<file path="src/rtl/ilcp_pkg.sv">
// ----------------------------------------------------------------------------
// ilcp_pkg: shared types and constants for the integer literal parser
// Holds the parse phase and status codes, the running parse state and the
// character codes used to decode prefixes and digits.
// ----------------------------------------------------------------------------
`default_nettype none

package ilcp_pkg;

	localparam int CHAR_W   = 8;
	localparam int VALUE_W  = 32;
	localparam int STATUS_W = 2;
	localparam int DIGIT_W  = 4;
	// accumulator times sixteen plus a digit fits in this width
	localparam int PROD_W   = VALUE_W + DIGIT_W;

	// largest magnitude a literal may reach: 2^31
	localparam logic [PROD_W-1:0] LIMIT = PROD_W'(64'h8000_0000);

	// character codes
	localparam logic [CHAR_W-1:0] CH_0  = 8'h30;
	localparam logic [CHAR_W-1:0] CH_9  = 8'h39;
	localparam logic [CHAR_W-1:0] CH_7  = 8'h37;
	localparam logic [CHAR_W-1:0] CH_LA = 8'h61;
	localparam logic [CHAR_W-1:0] CH_LF = 8'h66;
	localparam logic [CHAR_W-1:0] CH_UA = 8'h41;
	localparam logic [CHAR_W-1:0] CH_UF = 8'h46;
	localparam logic [CHAR_W-1:0] CH_LX = 8'h78;
	localparam logic [CHAR_W-1:0] CH_UX = 8'h58;

	// letters 'a'..'f' and 'A'..'F' carry 1..6 in their low nibble
	localparam logic [DIGIT_W-1:0] HEX_LETTER_OFS = 4'd9;

	typedef enum logic [2:0] {
		PH_START,
		PH_ZERO,
		PH_HEXPREFIX,
		PH_HEX,
		PH_OCT,
		PH_DEC
	} phase_t;

	typedef enum logic [STATUS_W-1:0] {
		ST_OK,
		ST_RANGE,
		ST_INVALID
	} status_t;

	typedef enum logic [1:0] {
		RAD_DEC,
		RAD_OCT,
		RAD_HEX
	} radix_t;

	typedef struct packed {
		phase_t             phase;
		logic [VALUE_W-1:0] acc;
		status_t            err;
	} state_t;

	localparam state_t STATE_RESET = '{phase: PH_START, acc: '0, err: ST_OK};

endpackage

`default_nettype wire

</file>
<file path="src/rtl/ilcp_char_if.sv">
// ----------------------------------------------------------------------------
// ilcp_char_if: character channel
// Valid/ready channel carrying one literal character and its last flag.
// ----------------------------------------------------------------------------
`default_nettype none

interface ilcp_char_if;
	import ilcp_pkg::*;

	logic              valid;
	logic              ready;
	logic [CHAR_W-1:0] character;
	logic              is_last;

	modport source (output valid, output character, output is_last, input ready);
	modport sink   (input valid, input character, input is_last, output ready);
endinterface

`default_nettype wire

</file>
<file path="src/rtl/ilcp_result_if.sv">
// ----------------------------------------------------------------------------
// ilcp_result_if: result channel
// Valid/ready channel carrying the parsed value and its status.
// ----------------------------------------------------------------------------
`default_nettype none

interface ilcp_result_if;
	import ilcp_pkg::*;

	logic                      valid;
	logic                      ready;
	logic signed [VALUE_W-1:0] value;
	logic [STATUS_W-1:0]       status;

	modport source (output valid, output value, output status, input ready);
	modport sink   (input valid, input value, input status, output ready);
endinterface

`default_nettype wire

</file>
<file path="src/rtl/ilcp_digit.sv">
// ----------------------------------------------------------------------------
// ilcp_digit: one-character parse step
// Works out the next phase from the prefix seen so far, decodes the digit
// for the current radix and does the shift-add with the 2^31 range check.
// ----------------------------------------------------------------------------
`default_nettype none

module ilcp_digit (
	input  wire logic [ilcp_pkg::CHAR_W-1:0] character,
	input  wire ilcp_pkg::state_t            cur,
	output ilcp_pkg::state_t                 nxt
);
	import ilcp_pkg::*;

	phase_t              phase_nxt;
	radix_t              radix;
	logic                take;
	logic                is_x;
	logic                is_num;
	logic                is_letter;
	logic                digit_ok;
	logic [DIGIT_W-1:0]  digit;
	logic [PROD_W-1:0]   prod;
	logic [PROD_W-1:0]   sum;
	logic                over;

	assign is_x      = (character == CH_LX) || (character == CH_UX);
	assign is_num    = (character >= CH_0) && (character <= CH_9);
	assign is_letter = ((character >= CH_LA) && (character <= CH_LF)) ||
	                   ((character >= CH_UA) && (character <= CH_UF));

	// next phase; frozen once an error has been seen
	always_comb begin
		case (cur.phase)
			PH_START:     phase_nxt = (character == CH_0) ? PH_ZERO : PH_DEC;
			PH_ZERO:      phase_nxt = is_x ? PH_HEXPREFIX : PH_OCT;
			PH_HEXPREFIX: phase_nxt = PH_HEX;
			PH_HEX:       phase_nxt = PH_HEX;
			PH_OCT:       phase_nxt = PH_OCT;
			default:      phase_nxt = PH_DEC;
		endcase
		if (cur.err != ST_OK) begin
			phase_nxt = cur.phase;
		end
	end

	// radix in force and whether this character is a digit to accumulate
	always_comb begin
		case (cur.phase)
			PH_START: begin
				radix = RAD_DEC;
				take  = (character != CH_0);
			end
			PH_ZERO: begin
				radix = RAD_OCT;
				take  = !is_x;
			end
			PH_HEXPREFIX, PH_HEX: begin
				radix = RAD_HEX;
				take  = 1'b1;
			end
			PH_OCT: begin
				radix = RAD_OCT;
				take  = 1'b1;
			end
			default: begin
				radix = RAD_DEC;
				take  = 1'b1;
			end
		endcase
		if (cur.err != ST_OK) begin
			take = 1'b0;
		end
	end

	// digit decode
	always_comb begin
		digit = is_letter ? character[DIGIT_W-1:0] + HEX_LETTER_OFS
		                  : character[DIGIT_W-1:0];
		case (radix)
			RAD_HEX: digit_ok = is_num || is_letter;
			RAD_OCT: digit_ok = (character >= CH_0) && (character <= CH_7);
			default: digit_ok = is_num;
		endcase
	end

	// shift-add by the radix
	always_comb begin
		case (radix)
			RAD_HEX: prod = {cur.acc, 4'b0000};
			RAD_OCT: prod = {1'b0, cur.acc, 3'b000};
			default: prod = {1'b0, cur.acc, 3'b000} + {3'b000, cur.acc, 1'b0};
		endcase
		sum  = prod + {{(PROD_W-DIGIT_W){1'b0}}, digit};
		over = (sum > LIMIT);
	end

	// next state; first error is kept
	always_comb begin
		nxt.phase = phase_nxt;
		nxt.acc   = cur.acc;
		nxt.err   = cur.err;
		if (take) begin
			if (!digit_ok) begin
				nxt.err = ST_INVALID;
			end else if (over) begin
				nxt.err = ST_RANGE;
			end else begin
				nxt.acc = sum[VALUE_W-1:0];
			end
		end
	end

endmodule

`default_nettype wire

</file>
<file path="src/rtl/ilcp_out_reg.sv">
// ----------------------------------------------------------------------------
// ilcp_out_reg: result register
// Holds one finished result until the sink takes it; reports room for a new
// one in the same cycle as the current one leaves.
// ----------------------------------------------------------------------------
`default_nettype none

module ilcp_out_reg (
	input  wire logic                                clk,
	input  wire logic                                arst_n,
	input  wire logic                                load,
	input  wire logic signed [ilcp_pkg::VALUE_W-1:0] value_d,
	input  wire ilcp_pkg::status_t                   status_d,
	output logic                                     room,
	ilcp_result_if.source                            results
);
	import ilcp_pkg::*;

	logic                      valid_q;
	logic signed [VALUE_W-1:0] value_q;
	status_t                   status_q;

	assign room = !valid_q || results.ready;

	// valid flag
	always_ff @(posedge clk or negedge arst_n) begin
		if (!arst_n) begin
			valid_q <= 1'b0;
		end else if (room) begin
			valid_q <= load;
		end
	end

	// payload
	always_ff @(posedge clk) begin
		if (room && load) begin
			value_q  <= value_d;
			status_q <= status_d;
		end
	end

	assign results.valid  = valid_q;
	assign results.value  = value_q;
	assign results.status = status_q;

endmodule

`default_nettype wire

</file>
<file path="src/rtl/int_literal_char_parser_top.sv">
// ----------------------------------------------------------------------------
// int_literal_char_parser_top: C-style integer literal parser
// Character stream in, one value/status result per literal out.
// ----------------------------------------------------------------------------
// Takes one character per clock. Each accepted character is registered, then
// applied to the parse state by a combinational shift-add of the accumulator
// (radix 8, 10 or 16, picked from the 0 / 0x / 0X prefix) with a compare
// against 2^31; that update sets the rate of one character per cycle. The
// result for a literal is loaded into the output register when its last
// character leaves the input register, and stays there until taken;
// characters keep flowing meanwhile, and input stalls only when a second
// last character meets a result that has not been taken. The value is 0
// whenever status is not ok; a magnitude of exactly 2^31 comes out as the
// minimum 32-bit integer. The first error of a literal is the one reported.
// ----------------------------------------------------------------------------
`default_nettype none

module int_literal_char_parser_top (
	input  wire logic     clk,
	input  wire logic     arst_n,
	ilcp_char_if.sink     chars,
	ilcp_result_if.source results
);
	import ilcp_pkg::*;

	logic              valid_s1;
	logic [CHAR_W-1:0] char_s1;
	logic              last_s1;
	state_t            state_q;
	state_t            state_nxt;
	logic              room;
	logic              consume;
	logic              load;
	logic [VALUE_W-1:0] value_d;

	// a character leaves the input register unless its result has no room
	assign consume     = valid_s1 && (!last_s1 || room);
	assign load        = consume && last_s1;
	assign chars.ready = !valid_s1 || consume;

	// input register
	always_ff @(posedge clk or negedge arst_n) begin
		if (!arst_n) begin
			valid_s1 <= 1'b0;
		end else if (chars.ready) begin
			valid_s1 <= chars.valid;
		end
	end

	always_ff @(posedge clk) begin
		if (chars.valid && chars.ready) begin
			char_s1 <= chars.character;
			last_s1 <= chars.is_last;
		end
	end

	ilcp_digit u_digit (
		.character (char_s1),
		.cur       (state_q),
		.nxt       (state_nxt)
	);

	// parse state; back to start after the last character
	always_ff @(posedge clk or negedge arst_n) begin
		if (!arst_n) begin
			state_q <= STATE_RESET;
		end else if (consume) begin
			state_q <= last_s1 ? STATE_RESET : state_nxt;
		end
	end

	assign value_d = (state_nxt.err == ST_OK) ? state_nxt.acc : '0;

	ilcp_out_reg u_out_reg (
		.clk      (clk),
		.arst_n   (arst_n),
		.load     (load),
		.value_d  (value_d),
		.status_d (state_nxt.err),
		.room     (room),
		.results  (results)
	);

`ifndef SYNTHESIS
	a_acc_limit: assert property (@(posedge clk) disable iff (!arst_n)
		!(state_q.acc[VALUE_W-1] && (|state_q.acc[VALUE_W-2:0])))
		else $error("accumulator above 2^31");

	a_err_zero: assert property (@(posedge clk) disable iff (!arst_n)
		results.valid && (results.status != ST_OK) |-> (results.value == '0))
		else $error("error result with non-zero value");

	a_restart: assert property (@(posedge clk) disable iff (!arst_n)
		load |=> (state_q.phase == PH_START) && (state_q.err == ST_OK) &&
		         (state_q.acc == '0))
		else $error("parse state not cleared after last character");

	a_sticky: assert property (@(posedge clk) disable iff (!arst_n)
		consume && !last_s1 && (state_q.err != ST_OK) |=>
		(state_q.err == $past(state_q.err)) && $stable(state_q.acc))
		else $error("error not sticky");

	a_no_drop: assert property (@(posedge clk) disable iff (!arst_n)
		valid_s1 && last_s1 && !room |=> valid_s1 && $stable(char_s1))
		else $error("last character lost while result stalled");
`endif

endmodule

`default_nettype wire
</file>
<file path="src/flat_wrapper.sv">
// flat-port wrapper written by rule: the top's interface ports become plain ports
module int_literal_char_parser_top_flat import ilcp_pkg::*;
  (clk, arst_n, chars_valid, chars_character, chars_is_last, chars_ready, results_valid, results_value, results_status, results_ready);
  ilcp_char_if chars_i ();
  ilcp_result_if results_i ();
  input  wire logic clk;
  input  wire logic arst_n;
  input wire logic [$bits(chars_i.valid)-1:0] chars_valid;
  input wire logic [$bits(chars_i.character)-1:0] chars_character;
  input wire logic [$bits(chars_i.is_last)-1:0] chars_is_last;
  output wire logic [$bits(chars_i.ready)-1:0] chars_ready;
  output wire logic [$bits(results_i.valid)-1:0] results_valid;
  output wire logic [$bits(results_i.value)-1:0] results_value;
  output wire logic [$bits(results_i.status)-1:0] results_status;
  input wire logic [$bits(results_i.ready)-1:0] results_ready;
  assign chars_i.valid = chars_valid;
  assign chars_i.character = chars_character;
  assign chars_i.is_last = chars_is_last;
  assign chars_ready = chars_i.ready;
  assign results_valid = results_i.valid;
  assign results_value = results_i.value;
  assign results_status = results_i.status;
  assign results_i.ready = results_ready;
  int_literal_char_parser_top u_core (.clk(clk), .arst_n(arst_n), .chars(chars_i), .results(results_i));
endmodule
</file>
<file path="config.mk">
export PLATFORM = sky130hd
export DESIGN_NAME = int_literal_char_parser_top_flat
export DESIGN_NICKNAME = d
export VERILOG_FILES = /design/src/rtl/ilcp_pkg.sv /design/src/rtl/ilcp_char_if.sv /design/src/rtl/ilcp_result_if.sv /design/src/rtl/ilcp_digit.sv /design/src/rtl/ilcp_out_reg.sv /design/src/rtl/int_literal_char_parser_top.sv /design/src/flat_wrapper.sv
export SDC_FILE = /design/constraint.sdc
export NUM_CORES = 1
export LEC_CHECK = 0
export BUFFER_PORTS_ARGS = -buffer_cell sky130_fd_sc_hd__buf_4
export CAP_MARGIN = 20
export CORE_MARGIN = 1.5
export CORE_UTILIZATION = 50
export DETAILED_ROUTE_END_ITERATION = 10
export PLACE_DENSITY = 0.73
export SLEW_MARGIN = 20
export SYNTH_ARGS = -nofsm -noshare
export SYNTH_HDL_FRONTEND = slang
export SYNTH_HIERARCHICAL = 1
export SYNTH_SLANG_ARGS = --single-unit
export TNS_END_PERCENT = 50
</file>
<file path="constraint.sdc">
create_clock -name clk -period 6.6 [get_ports clk]
set_input_delay 1.32 -clock clk [delete_from_list [all_inputs] [get_ports clk]]
set_output_delay 1.32 -clock clk [all_outputs]
set_load 0.05 [all_outputs]
</file>
==> impl_summary.md <==
Placed design
Detailed placement finished with a half-perimeter wire length of 16800 um. Buffers placed on the I/O ports in this run total 48. Routability-driven placement finished with a final weighted congestion of roughly 0.95. The pre-CTS worst setup slack is 0.601 ns.

GRT
The initial antenna violation count was 0. The total grt overflow is 0. The largest net degree at the start of global routing is 40. The via count of the first global-routing pass is 6892. Across every metal layer, demand over resource in global routing totals 0.280. The wire length of the first global-routing pass is about 37000 um.

STA
Dividing the final minimum period by the clock period gives 0.916. Adding up every negative setup slack in the final design gives 0 ns. The final max-slew violation count is 0.

Setup repair after global routing left no endpoint under its margin. The top achievable clock speed is 165 MHz. The relative slew slack is 0.469. Setup slack closes at 0.555 ns. The actual transition at the worst max-transition pin is 0.797 ns.

The hold slack is 0.557 ns. The worst path in the final design needs a cycle of 6.04 ns, including I/O delays and setup. The final number of setup-violating endpoints is 0. The final worst clock skew is around 0.0074 ns. The final hold violation count came to 0.

Clock tree
The quantity of hold-fixing buffers added after cts is 0. The buffer cell driving the clock tree root is clkbuf_16. At the later pin of the worst-skew pair, clock insertion delay measures 0.36 ns. The number of sinks on the clock net is 82. The total CTS buffers is 9.

The longest clock path from root to sink contains 2 buffers. The number of setup buffers added after CTS is 0. The register clock-pin slew on the reported worst setup and hold paths is 0.06 ns. The number of H-tree branching levels is 3. The clock tree from TritonCTS is built. The post-CTS resize count is 0.

Synthesis
The dominant cell by count in the synthesized netlist is nand2_1. The main combinational cell family by area after synthesis is simple AND/OR/NAND/NOR gates. The count of state elements after synthesis is a little over 80. The netlist area before placement is 8150 sq um.

The adder-cell share of the synthesized area is 0.0632. For this run, asynchronously set or reset flops after synthesis account for 0.476. The number of cells produced by synthesis is 910. A synthesized cell averages 8.96 sq um.

In this run, synthesis inferred 43 flip-flops with an integrated enable. The sequential element share of the synthesized area is 0.278. The share of synthesized area in the top cell type comes to 0.158. By area the synthesized netlist is led by edfxtp_1, dfrtp_1, ha_1.

By count the netlist is led by nand2_1, nor2_1, a21oi_1. The post-synthesis simple-gate area fraction is 0.251. The xor/xnor share of the synthesized area is 0.0496. Yosys mapped the design onto 106 distinct sky130hd cell types.

The multiplexer area fraction after synthesis is 0.0746. The commonest register cell after synthesis is edfxtp_1. Summed over all instances, the cell type with the most area after synthesis is edfxtp_1. The total nets after synthesis is 963. The post-synthesis compound-gate area fraction was 0.232.

The total number of yosys warnings is 6.

Route
Once detail routing completed, the nets flagged for antenna violations numbered 0. The detailed router finished its first iteration with 815 violations. The routed layout has 7334 vias. The number of optimization iterations in the first detailed-route pass is 5. For this block, the routed nets add up to around 23000 um of wire.

After detailed routing, the average wire length per cell comes to 20.0 um. For this run, design rule violations remaining after detail routing come to 0. The via density per instance is 6.37.

Power and ir drop
The power density of the placed cells is 225 nW/um^2. VDD sags by at most 0.127 mV. The leakage power is 3.53 nW.

Finish
In the final layout, the share of cells above drive strength 1 is 0.171. The multi-input combinational cell area is 5470 sq um. The sequential cells in the finished layout cover a total of ~2300 sq um. The filler cells instantiated in the layout total 1485.

The post-route core utilization is 0.560. The final layout contains 983 nets. The area growth from synthesis to layout is 9.21%. The number of antenna diodes is 0.

Critical path
The arrival time at the worst endpoint is 6.27 ns. The data required time of the worst path is 6.82 ns. STA classifies the critical path endpoint as a flip-flop. The worst reg2reg path startpoint is u_core/char_s1[0]. In this run the worst setup path begins at u_core/char_s1[0].

The setup path with the least slack is of type reg2reg. The nature of the critical path startpoint is a flip-flop. Of all nets on the critical path, the largest fanout is 17.

Floorplan
The floorplan has 46 rows. The die covers 17100 sq um. The floorplan step set the die width to 131 um.

After floorplanning, the core was sized to cover 15900 sq um. The starting density of the core is 0.513. The top-level port count is 49. The floorplan step set the die height to 131 um.

Run status
The run finished with clean final reports.

Flow run
The tool flagged a number of max-cap violations equal to 0.

Hold path
The startpoint of the lowest-slack hold path is u_core/state_q[0]. The min-delay analysis places its worst path in the category reg2reg.
==> report_power, final <==
part           switching, W  internal [W]
logic              0.000563      0.000318
clock network      0.000224      0.000295
registers         0.0000339      0.000564
total              0.000821       0.00118
==> final cells by class <==
cell class                 instances  area share
multi-input combinational        750       0.614
sequential                        82       0.255
timing repair buffer              62      0.0559
tap                              216      0.0304
clock buffer                       9      0.0253
inverter                          25      0.0105
clock inverter                     7     0.00900
==> per-layer routing <==
| layer | GRT usage | vias up | wire length (um) |
|---|---|---|---|
| met4 | 0.114 | 0 | 676 |
| met3 | 0.0391 | 42 | 1570 |
| met2 | 0.446 | 277 | 10500 |
| met1 | 0.384 | 3528 | 10300 |
| li1 | - | 3487 | - |
| met5 | 0 | - | 0 |
==> per-stage QoR <==
| step | cells | power [W] | area (sq um) |
|---|---|---|---|
| 3_5_place_dp | 1134 | 0.00146 | 8570 |
| 6_report | 1151 | 0.00200 | 8900 |
| 5_1_grt | 1151 | 0.00209 | 8900 |
| 4_1_cts | 1150 | 0.00199 | 8870 |
| 3_3_place_gp | 1134 | 0.00146 | 8570 |
| 2_1_floorplan | 910 | 0.00126 | 8150 |
==> state kept, by name, indices dropped and copies added (netlist names) <==
| name | flops |
|---|---|
| u_core/char_s1 | 8 |
| u_core/valid_s1 | 1 |
| u_core/u_out_reg/results.value | 32 |
| u_core/u_out_reg/results.valid | 1 |
| u_core/last_s1 | 1 |
| u_core/state_q | 37 |
| u_core/u_out_reg/results.status | 2 |
==> worst max-delay path: stages, from the launching register on <==
cell       delay, ns
edfxtp_1        0.47
inv_1           0.14
ha_1            0.24
nand2_1         0.06
nand3_1         0.08
or3_1           0.41
inv_1           0.11
nand2_1         0.05
o21ai_0         0.07
ha_1            0.19
inv_1           0.05
fa_1            0.40
nor2b_1         0.18
o211ai_1        0.14
nor3_2          0.34
nand4_1         0.32
nor3_1          0.27
xnor2_1         0.17
a211oi_1        0.24
nand4bb_1       0.19
nor4_2          0.35
a21oi_2         0.18
nor2_1          0.12
o21bai_1        0.11
nor2_2          0.53
buf_4           0.33
and2_1          0.16
==> worst paths after layout <==
check,slack (ns),endpoint,cells past startpoint
max in group asynchronous,5.25,u_core/state_q[35],1
worst max-delay path,0.56,u_core/u_out_reg/results.value[16],26
worst min register to register,0.56,u_core/state_q[0],1
worst max register to register,0.56,u_core/u_out_reg/results.value[16],26
worst min-delay path,0.56,u_core/state_q[0],1
min in group asynchronous,0.96,u_core/state_q[13],1
==> logic make-up after synthesis <==
logic type               Yosys count
buffers and inverters             78
AO/OA/AOI/OAI                    257
flip-flops                        82
multiplexers                      46
XOR/XNOR                          44
adder cells (fa/ha/maj)           40
AND/OR/NAND/NOR                  363
==> layout by cell type (no fill, tap or decap), types with 9 or more instances in the layout <==
| cell | netlist | routed |
|---|---|---|
| buf_4 | 4 | 60 |
| xor2_1 | 9 | 9 |
| o21ai_0 | 34 | 34 |
| dfrtp_1 | 39 | 39 |
| nor3_1 | 24 | 24 |
| o22ai_1 | 15 | 15 |
| and2_1 | 38 | 38 |
| a31oi_1 | 10 | 10 |
| xnor2_1 | 34 | 34 |
| a21oi_1 | 56 | 56 |
| and4_1 | 9 | 9 |
| nor2b_1 | 12 | 11 |
| nand3_1 | 27 | 27 |
| nand2b_1 | 13 | 13 |
| mux2_4 | 28 | 28 |
| a21o_1 | 16 | 16 |
| or3_1 | 11 | 11 |
| nand4_1 | 23 | 23 |
| inv_1 | 24 | 24 |
| mux2i_1 | 12 | 12 |
| nor2_1 | 67 | 66 |
| nand2_1 | 69 | 69 |
| ha_1 | 38 | 38 |
| edfxtp_1 | 43 | 43 |
| a22o_1 | 38 | 38 |
| and3_1 | 13 | 13 |
| clkbuf_16 | 0 | 9 |
Power figures use the tool's default switching activity.
